[src/design/lpfr_pkg.sv]
// Shared types and constants for the length-prefixed fragment reassembler.
// No dependencies; every other file but lpfr_reg_slice imports this package.
package lpfr_pkg;

  // Number of big-endian header bytes that carry the declared total
  localparam logic [2:0] HEADER_LEN = 3'd4;

  // Hard ceiling on the declared total, whatever the register holds
  localparam logic [22:0] HARD_CAP = 23'd4194304;

  // Width of the result tdata bus (fields rounded up to whole bytes)
  localparam int unsigned M_TDATA_W = 64;

  // Per-byte result codes
  typedef enum logic [2:0] {
    ST_HEADER     = 3'd0,
    ST_STORED     = 3'd1,
    ST_DONE       = 3'd2,
    ST_OVERSIZE   = 3'd3,
    ST_OVERRUN    = 3'd4,
    ST_ZERO_TOTAL = 3'd5,
    ST_DROPPED    = 3'd6,
    ST_MALFORMED  = 3'd7
  } status_t;

  // One result item as it leaves the step logic
  typedef struct packed {
    logic [31:0] declared_total;
    logic [7:0]  store_byte;
    logic [21:0] store_offset;
    logic        store_valid;
    status_t     status;
  } result_t;

endpackage

[src/design/lpfr_reg_slice.sv]
// Register slice with valid/ready handshake for the reassembler.
// Holds one transfer; refills in the same cycle it drains. No dependencies.
module lpfr_reg_slice #(
  parameter int unsigned WIDTH = 8
) (
  input  logic             clk,
  input  logic             rst,
  input  logic             in_valid,
  output logic             in_ready,
  input  logic [WIDTH-1:0] in_data,
  output logic             out_valid,
  input  logic             out_ready,
  output logic [WIDTH-1:0] out_data
);

  logic             full;
  logic [WIDTH-1:0] data;

  // Take a new transfer when empty or when the held one leaves this cycle
  assign in_ready  = !full || out_ready;
  assign out_valid = full;
  assign out_data  = data;

  always_ff @(posedge clk) begin
    if (rst) begin
      full <= 1'b0;
    end else if (in_ready) begin
      full <= in_valid;
    end
  end

  // Load payload on every accepted transfer
  always_ff @(posedge clk) begin
    if (in_valid && in_ready) begin
      data <= in_data;
    end
  end

endmodule

[src/design/lpfr_core.sv]
// Per-byte step logic and sequence state of the fragment reassembler.
// Depends on lpfr_pkg for status codes, header length, cap and result type.
module lpfr_core #(
  parameter int unsigned OFFSET_BITS   = 23,
  parameter int unsigned FRAG_LEN_BITS = 16
) (
  input  logic            clk,
  input  logic            rst,
  input  logic            item_fire,
  input  logic [7:0]      byte_value,
  input  logic            fragment_start,
  input  logic [15:0]     fragment_length,
  input  logic            cfg_valid,
  input  logic [22:0]     cfg_data,
  output lpfr_pkg::result_t result
);

  import lpfr_pkg::*;

  // Sequence state
  logic                     seq_active;
  logic [2:0]               header_bytes_seen;
  logic [31:0]              total_len;
  logic [OFFSET_BITS-1:0]   filled_count;
  logic [FRAG_LEN_BITS-1:0] frag_bytes_left;
  logic                     dropping_fragment;
  logic [22:0]              max_total_bytes;

  logic                     seq_active_next;
  logic [2:0]               header_bytes_seen_next;
  logic [31:0]              total_len_next;
  logic [OFFSET_BITS-1:0]   filled_count_next;
  logic [FRAG_LEN_BITS-1:0] frag_bytes_left_next;
  logic                     dropping_fragment_next;

  logic [22:0]              cap;
  logic [FRAG_LEN_BITS-1:0] flen;

  // Effective cap and fragment length (zero length counts as one)
  assign cap  = (max_total_bytes < HARD_CAP) ? max_total_bytes : HARD_CAP;
  assign flen = (fragment_length[FRAG_LEN_BITS-1:0] == '0) ? FRAG_LEN_BITS'(1)
                                                           : fragment_length[FRAG_LEN_BITS-1:0];

  // Step one byte through the sequence
  always_comb begin
    logic        take;
    logic [32:0] fill_sum;
    logic [31:0] fill_wide;

    seq_active_next        = seq_active;
    header_bytes_seen_next = header_bytes_seen;
    total_len_next         = total_len;
    filled_count_next      = filled_count;
    frag_bytes_left_next   = frag_bytes_left;
    dropping_fragment_next = dropping_fragment;
    result.status          = ST_DROPPED;
    result.store_valid     = 1'b0;
    result.store_offset    = '0;
    result.store_byte      = '0;
    take                   = 1'b0;
    fill_wide              = '0;
    fill_sum = 33'(filled_count) + 33'(flen);

    if (fragment_start) begin
      frag_bytes_left_next   = flen;
      dropping_fragment_next = 1'b0;
      if (!seq_active || header_bytes_seen < HEADER_LEN) begin
        // Fresh first fragment
        header_bytes_seen_next = '0;
        total_len_next         = '0;
        filled_count_next      = '0;
        if (flen < FRAG_LEN_BITS'(HEADER_LEN)) begin
          result.status          = ST_MALFORMED;
          frag_bytes_left_next   = flen - FRAG_LEN_BITS'(1);
          seq_active_next        = 1'b0;
          dropping_fragment_next = (frag_bytes_left_next != '0);
        end else begin
          seq_active_next = 1'b1;
          take            = 1'b1;
        end
      end else if (fill_sum > {1'b0, total_len}) begin
        // Fragment would overrun the declared total
        result.status          = ST_OVERRUN;
        frag_bytes_left_next   = flen - FRAG_LEN_BITS'(1);
        seq_active_next        = 1'b0;
        header_bytes_seen_next = '0;
        dropping_fragment_next = (frag_bytes_left_next != '0);
      end else begin
        take = 1'b1;
      end
    end else if (frag_bytes_left == '0 || dropping_fragment || !seq_active) begin
      // Stray or dropped byte: only count down the fragment
      if (frag_bytes_left != '0) begin
        frag_bytes_left_next = frag_bytes_left - FRAG_LEN_BITS'(1);
        if (frag_bytes_left_next == '0) begin
          dropping_fragment_next = 1'b0;
        end
      end
    end else begin
      take = 1'b1;
    end

    if (take) begin
      frag_bytes_left_next = frag_bytes_left_next - FRAG_LEN_BITS'(1);
      if (header_bytes_seen_next < HEADER_LEN) begin
        // Shift in one header byte, check the total once complete
        total_len_next         = {total_len_next[23:0], byte_value};
        header_bytes_seen_next = header_bytes_seen_next + 3'd1;
        result.status          = ST_HEADER;
        if (header_bytes_seen_next == HEADER_LEN) begin
          if (total_len_next == '0) begin
            result.status = ST_ZERO_TOTAL;
            if (frag_bytes_left_next == '0) begin
              seq_active_next        = 1'b0;
              header_bytes_seen_next = '0;
              dropping_fragment_next = 1'b0;
            end
          end else if (total_len_next > 32'(cap)) begin
            result.status          = ST_OVERSIZE;
            seq_active_next        = 1'b0;
            header_bytes_seen_next = '0;
            dropping_fragment_next = (frag_bytes_left_next != '0);
          end else if (32'(frag_bytes_left_next) > total_len_next) begin
            result.status          = ST_MALFORMED;
            seq_active_next        = 1'b0;
            header_bytes_seen_next = '0;
            dropping_fragment_next = (frag_bytes_left_next != '0);
          end
        end
      end else begin
        // Store payload byte at the running offset
        fill_wide           = 32'(filled_count_next);
        result.store_valid  = 1'b1;
        result.store_byte   = byte_value;
        result.store_offset = fill_wide[21:0];
        result.status       = ST_STORED;
        filled_count_next   = filled_count_next + OFFSET_BITS'(1);
        if (total_len_next == '0) begin
          if (frag_bytes_left_next == '0) begin
            seq_active_next        = 1'b0;
            header_bytes_seen_next = '0;
            dropping_fragment_next = 1'b0;
          end
        end else if (32'(filled_count_next) == total_len_next) begin
          result.status          = ST_DONE;
          seq_active_next        = 1'b0;
          header_bytes_seen_next = '0;
          dropping_fragment_next = 1'b0;
        end
      end
    end

    result.declared_total = total_len_next;
  end

  // Advance state on each byte that moves into the result register
  always_ff @(posedge clk) begin
    if (rst) begin
      seq_active        <= 1'b0;
      header_bytes_seen <= '0;
      total_len         <= '0;
      filled_count      <= '0;
      frag_bytes_left   <= '0;
      dropping_fragment <= 1'b0;
    end else if (item_fire) begin
      seq_active        <= seq_active_next;
      header_bytes_seen <= header_bytes_seen_next;
      total_len         <= total_len_next;
      filled_count      <= filled_count_next;
      frag_bytes_left   <= frag_bytes_left_next;
      dropping_fragment <= dropping_fragment_next;
    end
  end

  // Cap register write
  always_ff @(posedge clk) begin
    if (rst) begin
      max_total_bytes <= HARD_CAP;
    end else if (cfg_valid) begin
      max_total_bytes <= cfg_data;
    end
  end

endmodule

[src/design/length_prefixed_fragment_reassembler.sv]
// Top level of the length-prefixed fragment reassembler.
// Depends on lpfr_pkg, lpfr_reg_slice and lpfr_core.
//
// Takes one fragment byte per transfer and returns one result per byte, at a
// sustained rate of one byte per clock while neither side stalls. A byte
// passes an input register, the combinational step logic that updates the
// sequence state, and a result register before its result is offered; either
// side may stall at any time without loss. The first fragment of a
// sequence opens with a 4-byte big-endian total; later payload bytes are
// reported with running buffer offsets, and the sequence is abandoned on an
// oversize total, a malformed first fragment or a fragment that would overrun
// the total. The cap register accepts a write in every cycle and should be
// changed only while no bytes are in flight.
module length_prefixed_fragment_reassembler #(
  parameter int unsigned OFFSET_BITS   = 23,
  parameter int unsigned FRAG_LEN_BITS = 16
) (
  input  logic        clk,
  input  logic        rst,
  input  logic        s_tvalid,
  output logic        s_tready,
  input  logic [23:0] s_tdata,   // byte_value [7:0], fragment_length [23:8]
  input  logic        s_tuser,   // fragment_start [0]
  output logic        m_tvalid,
  input  logic        m_tready,
  output logic [lpfr_pkg::M_TDATA_W-1:0] m_tdata, // store_offset [21:0],
                                 // store_byte [29:22], declared_total [61:30], zero above
  output logic [3:0]  m_tuser,   // status [2:0], store_valid [3]
  input  logic        cfg_valid,
  output logic        cfg_ready,
  input  logic [22:0] cfg_data   // max_total_bytes
);

  import lpfr_pkg::*;

  localparam int unsigned IN_W  = 25;
  localparam int unsigned RES_W = $bits(result_t);

  logic             in_valid;
  logic             res_ready;
  logic [IN_W-1:0]  in_data;
  result_t          step_result;
  result_t          out_result;
  logic [RES_W-1:0] out_bits;

  assign cfg_ready = 1'b1;

  // Register the incoming byte
  lpfr_reg_slice #(.WIDTH(IN_W)) u_in_slice (
    .clk       (clk),
    .rst       (rst),
    .in_valid  (s_tvalid),
    .in_ready  (s_tready),
    .in_data   ({s_tuser, s_tdata}),
    .out_valid (in_valid),
    .out_ready (res_ready),
    .out_data  (in_data)
  );

  // Step the sequence state for the registered byte
  lpfr_core #(
    .OFFSET_BITS   (OFFSET_BITS),
    .FRAG_LEN_BITS (FRAG_LEN_BITS)
  ) u_core (
    .clk             (clk),
    .rst             (rst),
    .item_fire       (in_valid && res_ready),
    .byte_value      (in_data[7:0]),
    .fragment_start  (in_data[24]),
    .fragment_length (in_data[23:8]),
    .cfg_valid       (cfg_valid),
    .cfg_data        (cfg_data),
    .result          (step_result)
  );

  // Hold the result until the downstream side takes it
  lpfr_reg_slice #(.WIDTH(RES_W)) u_out_slice (
    .clk       (clk),
    .rst       (rst),
    .in_valid  (in_valid),
    .in_ready  (res_ready),
    .in_data   (step_result),
    .out_valid (m_tvalid),
    .out_ready (m_tready),
    .out_data  (out_bits)
  );

  // Pack result fields onto the output buses
  assign out_result = result_t'(out_bits);
  assign m_tdata = {2'b00, out_result.declared_total, out_result.store_byte,
                    out_result.store_offset};
  assign m_tuser = {out_result.store_valid, out_result.status};

endmodule

[config.mk]
export PLATFORM = sky130hd
export DESIGN_NAME = length_prefixed_fragment_reassembler
export DESIGN_NICKNAME = d
export VERILOG_FILES = /design/src/design/lpfr_pkg.sv /design/src/design/lpfr_reg_slice.sv /design/src/design/lpfr_core.sv /design/src/design/length_prefixed_fragment_reassembler.sv
export SDC_FILE = /design/constraint.sdc
export NUM_CORES = 1
export LEC_CHECK = 0
export BUFFER_PORTS_ARGS = -buffer_cell sky130_fd_sc_hd__buf_4
export CORE_MARGIN = 2
export CORE_UTILIZATION = 60
export DETAILED_ROUTE_END_ITERATION = 12
export PLACE_DENSITY_LB_ADDON = 0.12
export SETUP_SLACK_MARGIN = 0.5
export SYNTH_ARGS = -nofsm -noshare
export SYNTH_HDL_FRONTEND = slang
export SYNTH_SLANG_ARGS = --single-unit
[constraint.sdc]
create_clock -name clk -period 19.86 [get_ports clk]
set_clock_uncertainty 0.1 [all_clocks]
set_input_delay 2.979 -clock clk [delete_from_list [all_inputs] [get_ports clk]]
set_output_delay 2.979 -clock clk [all_outputs]
set_load 0.02 [all_outputs]
==> qor.csv <==
metric;value;unit
fill cell count;1784;
Starting Density;61.0;%
die width;150;um
crit-path most repeated cell;a21oi_1;
max_cap viols;0;
Crit path arrival time;10.67;ns
synth-to-layout area growth;12.3;%
Root Driver;clkbuf_16;
Crit. End Element;flop;
PD cells;71.8;mW/mm2
number of antenna violations at the first check in global routing;0;
Worst-Skew Late Latency;0.45;ns
largest net degree at the start of global routing;87;
Crit Path Class;flop to flop;
Vias/cell;6.34;
initial detailed-routing violation count;1192;
grt ovf;0;
Clk pin slew, worst setup/hold paths;0.08;ns
first-pass GRT wire length;59700;um
Final Hold Slack;0.381;ns
Chip Height;150;um
TritonCTS Buffers;17;
Leakage;5.78;nW
port buffer count;120;
Netlist cell types;91;
Post-DRT Antenna Nets;0;
# hold bufs at CTS;0;
CP max-delay cell;a211oi_1;
reg-to-reg slack, setup;9.45;ns
worst setup path start;u_in_slice.out_data[12];
synthesized flop and latch total;192;
Antenna Diode Count;0;
post-layout util;68.5;%
CP max FO;11;
CTS tree;built;
DRC viols;0;
Tot Pwr;1.03;mW
setup TNS;0;ns
share of the yosys chip area belonging to registers;37.1;%
Crit path required time;20.12;ns
vias in the first global route;11000;
startpoint type of the worst setup path;flop;
Ports;124;
Final Cycle Share;52.4;%
Worst Hold Path EP;u_core.total_len[26];
status;finished, final reports clean;
TritonRoute pass-1 iters;6;
Tmin final;10.41;ns
VDD IR max;0.0610;mV
layout cells sized above 1;12.9;%
hold path cells;2;
Worst-Margin Slew;1.10;ns
Final HPWL DP;27900;um
Post-Place Worst Slack;9.81;ns
CTS resizes;0;
Max-slew headroom;26.5;%
synthesized instance count;1532;
routability cong.;0.977;
Syn Area/Cell;8.37;um2
routed via count;11900;
ys async rst share;0;%
Final Net Count;1726;
# rows;53;
Cell Area, Synth;0.0128;mm2
Total GRT Usage;34.3;%
Core Region;0.0210;mm2
H-tree depth;4;
drt wl/cell;20.3;um
Post-CTS Setup Repair Bufs;0;
FMAX;96.1;MHz
min-delay src;u_core.total_len[26];
Pins Over Slew Limit;0;
Final WS setup;9.45;ns
CTS Buffer Depth;2;
delay of the slowest cell on the worst path;0.76;ns
# setup viols final;0;
# clock sinks;192;
final wirelength;38000;um
origin of the critical flop-to-flop path;u_in_slice.out_data[12];
Worst Reg2Reg Path Length in Cells;41;
worst hold path class;flop to flop;
RSZ-0062 raised after global routing;false;
die area;0.0225;mm2
Final Hold Fails;0;
yosys warns;0;
ys flop type;dfxtp_1;
Post-synth EDFFs;91;
worst r2r dst;u_core.header_bytes_seen[1];
==> synth_stat cells (11+ instances only) <==
| library cell | instances | area (um2) |
|---|---|---|
| nor2b_1 | 12 | 75.1 |
| a22oi_1 | 11 | 82.6 |
| clkbuf_1 | 83 | 312 |
| dfxtp_1 | 101 | 2020 |
| xnor2_1 | 61 | 534 |
| nor4_1 | 19 | 119 |
| a21oi_1 | 111 | 556 |
| edfxtp_1 | 91 | 2730 |
| nand2_1 | 245 | 920 |
| mux2i_1 | 25 | 250 |
| inv_1 | 67 | 251 |
| and2_1 | 15 | 93.8 |
| nand4_1 | 23 | 144 |
| a211oi_1 | 20 | 150 |
| o21ai_0 | 75 | 375 |
| nor3_1 | 25 | 125 |
| nand3_1 | 45 | 225 |
| a21o_1 | 15 | 113 |
| nor2_1 | 141 | 529 |
| and3_1 | 37 | 231 |
| xor2_1 | 36 | 315 |
| ha_1 | 86 | 1080 |
| o21a_1 | 11 | 82.6 |
==> sequential cells by signal, summed over array words and instances (netlist names) <==
signal	count
u_core.max_total_bytes	23
u_out_slice.out_valid	1
u_out_slice.out_data	66
u_core.total_len	32
u_core.dropping_fragment	1
u_core.frag_bytes_left	16
u_in_slice.out_data	25
u_in_slice.out_valid	1
u_core.filled_count	23
u_core.seq_active	1
u_core.header_bytes_seen	3
==> report_power, final <==
group | internal (mW) | switching, mW
Sequential | 0.430 | 0.0171
Clock | 0.181 | 0.178
Combinational | 0.0867 | 0.141
==> how the worst max path moves through the flow <==
stage | to | cells after the start
after floorplan | u_out_slice.out_data[1] | 44
after global placement | u_out_slice.out_data[1] | 40
after detailed placement | u_core.header_bytes_seen[1] | 41
after CTS | u_core.header_bytes_seen[1] | 41
after global routing | u_core.header_bytes_seen[1] | 41
final | u_core.header_bytes_seen[1] | 41
==> layer usage <==
metal	part of all wire (%)	vias to the layer above	GRT usage (%)
met3	11	80	7.06
met5	0	-	0
li1	-	5526	-
met4	2.6	0	11.4
met2	45	674	53.3
met1	42	5594	47.9
==> area by class of cell <==
type	count	area (um2)	share of cell area, %
clock buffers	19	464	3.22
inverters	68	258	1.79
flip-flops and latches	192	4750	33.0
multi-input cells	1174	7420	51.5
repair buffers	133	998	6.93
well taps	275	344	2.39
clock inverters	13	159	1.10
==> worst max-delay path: cells and delay by family (launching register included) <==
kind,cells,cell delay (ns)
flops,1,0.58
buf+inv,1,0.08
xor+xnor,2,0.40
simple gates,11,2.08
compound gates,21,5.11
fa+ha+maj,6,1.95
==> logic make-up after synthesis <==
logic type / Yosys count / synth area share (%)
compound gates: 329 / 16.6
buf+inv: 167 / 5.11
fa+ha+maj: 91 / 8.86
other cells: 2 / 0.0586
flops: 192 / 37.1
mux: 27 / 2.13
xor+xnor: 97 / 6.63
simple gates: 627 / 23.5
==> stage by stage <==
stage / instance area [um2] / instances
CTS: 14400 / 1874
global route: 14400 / 1874
global placement: 13800 / 1842
finish: 14400 / 1874
floorplan: 12800 / 1533
detailed placement: 13800 / 1842
==> placed cells by master (no fill, tap or decap), types with 5 or more instances in the layout <==
cell       instances
nand2_1          245
nor2_1           139
buf_4            133
a21oi_1          111
dfxtp_1          101
edfxtp_1          91
ha_1              86
o21ai_0           75
inv_1             67
xnor2_1           61
nand3_1           45
and3_1            37
xor2_1            36
nor3_1            25
mux2i_1           25
nand4_1           23
a211oi_1          20
nor4_1            19
clkbuf_16         18
a21o_1            15
and2_1            15
nor2b_1           11
o21a_1            11
a22oi_1           11
o31ai_1           10
nand2b_1           9
or3_1              9
o211ai_1           8
a311oi_1           8
or4_1              6
a31oi_1            6
nand3b_1           5
or2_2              5
o21bai_1           5
nor4b_1            5
Note: power is estimated with default switching activity, not from simulation.
